===== config.mk =====
export PLATFORM = sky130hd
export DESIGN_NAME = tgn_fade
export DESIGN_NICKNAME = d
export VERILOG_FILES = /design/src/rtl/core/tgn_pkg.sv /design/src/rtl/core/tgn_fade.sv
export SDC_FILE = /design/constraint.sdc
export NUM_CORES = 2
export LEC_CHECK = 0
export BUFFER_PORTS_ARGS = -buffer_cell sky130_fd_sc_hd__buf_2
export CAP_MARGIN = 20
export CORE_ASPECT_RATIO = 2
export CORE_MARGIN = 2
export CORE_UTILIZATION = 65
export CTS_BUF_LIST = sky130_fd_sc_hd__clkbuf_16
export DETAILED_ROUTE_END_ITERATION = 16
export PLACE_DENSITY = 0.86
export SETUP_SLACK_MARGIN = 0.2
export SLEW_MARGIN = 20
export SYNTH_ARGS = -nofsm -noshare
export SYNTH_HDL_FRONTEND = slang
export SYNTH_SLANG_ARGS = --single-unit

===== constraint.sdc =====
create_clock -name clk -period 10.72 [get_ports clk]
set_input_delay 1.072 -clock clk [delete_from_list [all_inputs] [get_ports clk]]
set_output_delay 1.072 -clock clk [all_outputs]
set_load 0.02 [all_outputs]

===== src/rtl/core/tgn_pkg.sv =====
`timescale 1ns / 1ps

package tgn_pkg;

  // Fixed input format and tile limits
  localparam int FRAC_BITS  = 16;
  localparam int LG_MIN     = 3;
  localparam int LG_MAX     = 6;     // log2 of the largest tile, 64 cells

  // Fade codes
  localparam logic [1:0] FADE_LINEAR  = 2'd0;
  localparam logic [1:0] FADE_CUBIC   = 2'd1;
  localparam logic [1:0] FADE_POLY5   = 2'd2;

  // Hash multipliers
  localparam logic [31:0] MIX_C1 = 32'h21f0aaad;
  localparam logic [31:0] MIX_C2 = 32'h735a2d97;

  // Pipeline depths
  localparam int SQ_STEPS    = 19;   // root bits of the squared length
  localparam int DIV_STEPS   = 17;   // quotient bits of each component
  localparam int UNIT_LAT    = SQ_STEPS + DIV_STEPS + 4;
  localparam int HASH_LAT    = 7;
  localparam int CORNER_LAT  = HASH_LAT + 2 * UNIT_LAT;
  localparam int FADE_LAT    = 6;
  localparam int TXY_DLY     = CORNER_LAT + 2 - FADE_LAT;

  typedef logic signed [17:0] sin_tab_t [256];

  // Taylor term divisors (2n)(2n+1)
  function automatic logic [63:0] taylor_div(input int n, input logic [63:0] v);
    logic [63:0] r;
    case (n)
      1:       r = v / 64'd6;
      2:       r = v / 64'd20;
      3:       r = v / 64'd42;
      4:       r = v / 64'd72;
      5:       r = v / 64'd110;
      default: r = v / 64'd156;
    endcase
    return r;
  endfunction

  // sin(r * pi / 128) in Q16, r in 0..64, series in Q30
  function automatic logic [16:0] sin_quarter(input int r);
    logic [63:0] x;
    logic [63:0] x2;
    logic [63:0] t;
    longint      s;
    x = (64'd3373259426 * 64'(r)) >> 7;
    x2 = (x * x) >> 30;
    t = x;
    s = longint'(x);
    for (int n = 1; n <= 6; n++) begin
      t = taylor_div(n, (t * x2) >> 30);
      if ((n % 2) == 1) s = s - longint'(t);
      else s = s + longint'(t);
    end
    if (s < 0) s = 0;
    s = (s + 8192) >>> 14;
    if (s > 65536) s = 65536;
    return 17'(s);
  endfunction

  function automatic sin_tab_t build_sin_tab();
    sin_tab_t    tab;
    int          q;
    int          r;
    logic [16:0] v;
    for (int j = 0; j < 256; j++) begin
      q = (j >> 6) & 3;
      r = j & 63;
      v = ((q & 1) != 0) ? sin_quarter(64 - r) : sin_quarter(r);
      tab[j] = ((q & 2) != 0) ? -$signed({1'b0, v}) : $signed({1'b0, v});
    end
    return tab;
  endfunction

  localparam sin_tab_t SIN_TAB = build_sin_tab();

  // Drop 16 fraction bits, rounding half away from zero
  function automatic logic signed [23:0] rnd16(input logic signed [39:0] v);
    logic [39:0] mag;
    logic [23:0] q;
    mag = v[39] ? 40'(-v) : 40'(v);
    q = 24'((mag + 40'd32768) >> 16);
    return v[39] ? -$signed(q) : $signed(q);
  endfunction

endpackage


===== src/rtl/core/tgn_fade.sv =====
`timescale 1ns / 1ps

// Fade curve on a Q16 fraction, computed in a pipeline of registered multiplier stages
module tgn_fade import tgn_pkg::*; (
  input  logic        clk,
  input  logic [1:0]  mode,
  input  logic [15:0] in_t,
  output logic [16:0] out_t
);

  logic [31:0] tt1_r;
  logic [15:0] t1_r, t2b_r, t3b_r, t4_r, t5_r;
  logic [16:0] t2_r;
  logic [34:0] hp3_r;
  logic [32:0] tp3_r;
  logic [19:0] p3_r, p4_r;
  logic [16:0] t3_r;
  logic [17:0] herm4_r, herm5_r;
  logic [36:0] qp5_r;
  logic [21:0] quin_c;
  logic [21:0] sel_c;
  logic [16:0] out_r;

  always_ff @(posedge clk) begin
    // t^2
    tt1_r   <= in_t * in_t;
    t1_r    <= in_t;
    t2_r    <= 17'((33'(tt1_r) + 33'd32768) >> 16);
    t2b_r   <= t1_r;
    // hermite product, t^3 product, quintic polynomial
    hp3_r   <= t2_r * (18'd196608 - {1'b0, t2b_r, 1'b0});
    tp3_r   <= t2_r * t2b_r;
    p3_r    <= 20'(22'(t2_r) * 22'd6 + 22'd655360 - 22'(t2b_r) * 22'd15);
    t3b_r   <= t2b_r;
    t3_r    <= 17'((tp3_r + 33'd32768) >> 16);
    herm4_r <= 18'((36'(hp3_r) + 36'd32768) >> 16);
    p4_r    <= p3_r;
    t4_r    <= t3b_r;
    qp5_r   <= t3_r * p4_r;
    herm5_r <= herm4_r;
    t5_r    <= t4_r;
  end

  assign quin_c = 22'((38'(qp5_r) + 38'd32768) >> 16);

  // select the curve
  always_comb begin
    case (mode)
      FADE_CUBIC: sel_c = {4'd0, herm5_r};
      FADE_POLY5: sel_c = quin_c;
      default:    sel_c = {6'd0, t5_r};
    endcase
  end

  // cap at one
  always_ff @(posedge clk) begin
    out_r <= (sel_c > 22'd65536) ? 17'd65536 : sel_c[16:0];
  end

  assign out_t = out_r;

endmodule


==> reports/results.tsv <==
metric	value	unit
status	finished, final reports clean	
dieHeight	378	µm
vias	33900	
hold_viol_final	0	
row_count	137	
chipWidth	191	µm
startpoint	p4_r[11]	
startpoint_type	flop	
wl_per_cell	21.3	µm
rsz0062_at_grt	no	
yosys-top-cells-area	fa_1, ha_1, dfxtp_1, inv_1, and2_1	
fin_crit	8.27	ns
hp-class	reg2reg	
holdWs	0.326	ns
dr_wl_met3	11.6	mm
cp.required	11.23	ns
period_share	77.1	%
synth_nets	6335	
reg2reg_from	p4_r[11]	
yosysTopAreaCell	fa_1	
cts_root_buffer	clkbuf_16	
syn_area	0.0455	mm²
clk_pin_slew	0.07	ns
first_global_vias	38900	
crit_path_end	qp5_r[26]	
post-dp-hpwl	93.9	mm
crit_path_end_kind	flop	
antenna_found_initial	17	
setup_viol	0	
yosysMostFrequentCell	inv_1	
grt_start_max_net_pins	36	
viasPerCell	5.87	
max_cap_violations	0	
synth_cell_types	72	
tritoncts	yes	
synth_edf_count	0	
cts.path.max_buffers	3	
ant_nets	0	
netlist_instances	4910	
path_max_fanout	17	
crit_arrival	8.78	ns
area_growth	4.22	%
port_buffers	35	
cts_hold_buf	0	
syn_avg_cell_area	9.27	µm²
gp_congestion	0.950	
worstSetupPathType	reg2reg	
grt_overflow	0	
worstMarginPinSlew	1.20	ns
synth_top_area_share	39.9	%
grt_first_pass_wirelength	197	mm
top_layer_used	met5	
async_reset_ff_share	0	%
yosysWarnings	0	
cts_resized	0	
clock_latency	0.61	ns
r2r_slack	2.45	ns
firstDrtPassIters	6	
core_area	0.0696	mm²
dr_wl_met2	61.6	mm
cts_sinks	281	
htreeDepth	1	
met1Wirelength	33.9	mm
synth_common_cells	inv_1, fa_1, nand2_1	
worstHoldStart	herm4_r[2]	
ios	36	
skew	0.0321	ns
yosysSeqAreaShare	12.4	%
cts-buffers-inserted	25	
drc	0	
routed_wl	123	mm
post-cts-setup-buffers	0	
gr-usage-all-layers	36.3	%
drive_gt1_share	3.45	%
reg2regPathDepth	21	
setup_slack	2.45	ns
initial_utilization	65.4	%
preCtsSetupSlack	2.69	ns
timing.fmax	121	MHz
synth_ff_type	dfxtp_1	
reg2reg_to	qp5_r[26]	
timing.slew.headroom	19.7	%
fin_nets	6276	
maxSlewViolCount	0	
fp.dieArea	0.0723	mm²
drt_iter0_markers	2095	
tns	0	ns
ys_ff_latch	281	
-- registers in the layout, summed over array words and instances (netlist names), 16 cells and up --
signal	count
out_t	17
t2b_r	16
p3_r	20
herm4_r	18
t2_r	17
herm5_r	18
tp3_r	18
t1_r	16
qp5_r	22
t3_r	17
t5_r	16
hp3_r	19
p4_r	20
tt1_r	17
-- stage by stage --
stage               std cells  cell area, µm²  utilization (%)
global route             5773           47400             68.1
global placement         5727           46600             66.9
detailed placement       5727           46600             66.9
CTS                      5773           47400             68.1
finish                   5780           47400             68.1
floorplan                4910           45500                -
-- cells in the final DEF (no fill, tap or decap), types with 5 or more instances in the layout --
cell / instances
o21ai_0: 45
dfxtp_1: 279
buf_2: 35
o211ai_1: 5
diode_2: 7
ha_1: 500
o21a_1: 19
and2_1: 416
a31oi_1: 11
nor2b_1: 22
a21o_1: 42
and3_1: 24
or3_1: 8
a221o_1: 14
and4_1: 9
buf_4: 60
inv_1: 1220
clkbuf_16: 25
a211oi_1: 9
nand2b_1: 11
nor3_1: 24
o31a_1: 5
nand3_1: 48
nor2_1: 131
a21oi_1: 64
nand2_1: 615
nand4_1: 25
fa_1: 906
or2_2: 5
xnor2_1: 144
xor2_1: 50
o21bai_1: 7
-- critical path: stages (launching register included) --
cell	delay (ns)
dfxtp_1	0.92
nand2_1	0.17
fa_1	0.55
inv_1	0.06
fa_1	0.52
inv_1	0.05
fa_1	0.49
fa_1	0.69
inv_1	0.09
fa_1	0.54
fa_1	0.44
ha_1	0.30
and3_1	0.23
a221o_1	0.57
a211o_1	0.54
a41oi_2	0.87
o31ai_2	0.22
a31o_2	0.33
nor4_2	0.14
nor3_1	0.12
a21oi_2	0.16
xnor2_1	0.17
-- area by class of cell --
cell class                      count  area [µm²]
Clock inverter                     21         185
Fill cell                        4973       22200
Sequential cell                   281        5630
Inverter                         1215        4560
Multi-Input combinational cell   3233       34700
Clock buffer                       25         626
Timing Repair Buffer               95         626
Antenna cell                        7        17.5
Tap cell                          903        1130
-- how the worst min path moves through the flow --
stage / cells past startpoint / slack, ns / to
6_report: 0 / 0.33 / herm5_r[2]
3_3_place_gp: 0 / 0.31 / t2b_r[11]
4_1_cts: 0 / 0.33 / t2b_r[10]
2_1_floorplan: 0 / 0.31 / herm5_r[0]
3_5_place_dp: 0 / 0.31 / herm5_r[8]
5_1_grt: 0 / 0.33 / t2b_r[14]
-- kinds of logic after synthesis --
family / Yosys count / synth area share [%]
adders and majority gates: 1406 / 53.6
buffers and inverters: 1396 / 11.5
and+or+nand+nor: 1354 / 14.4
DFF: 281 / 12.4
AOI/OAI and AO/OA: 273 / 4.21
xor gates and xnor gates: 195 / 3.75
muxes: 5 / 0.118
-- layer usage --
layer / GRT usage, % / vias to the layer above
li1: - / 14400
met1: 31.1 / 16800
met2: 61.9 / 1827
met3: 13.3 / 980
met4: 37.7 / 18
met5: 0.210 / -
Power is not shown: default switching activity piles up to over one toggle a cycle in this logic, so the estimate is an artifact.
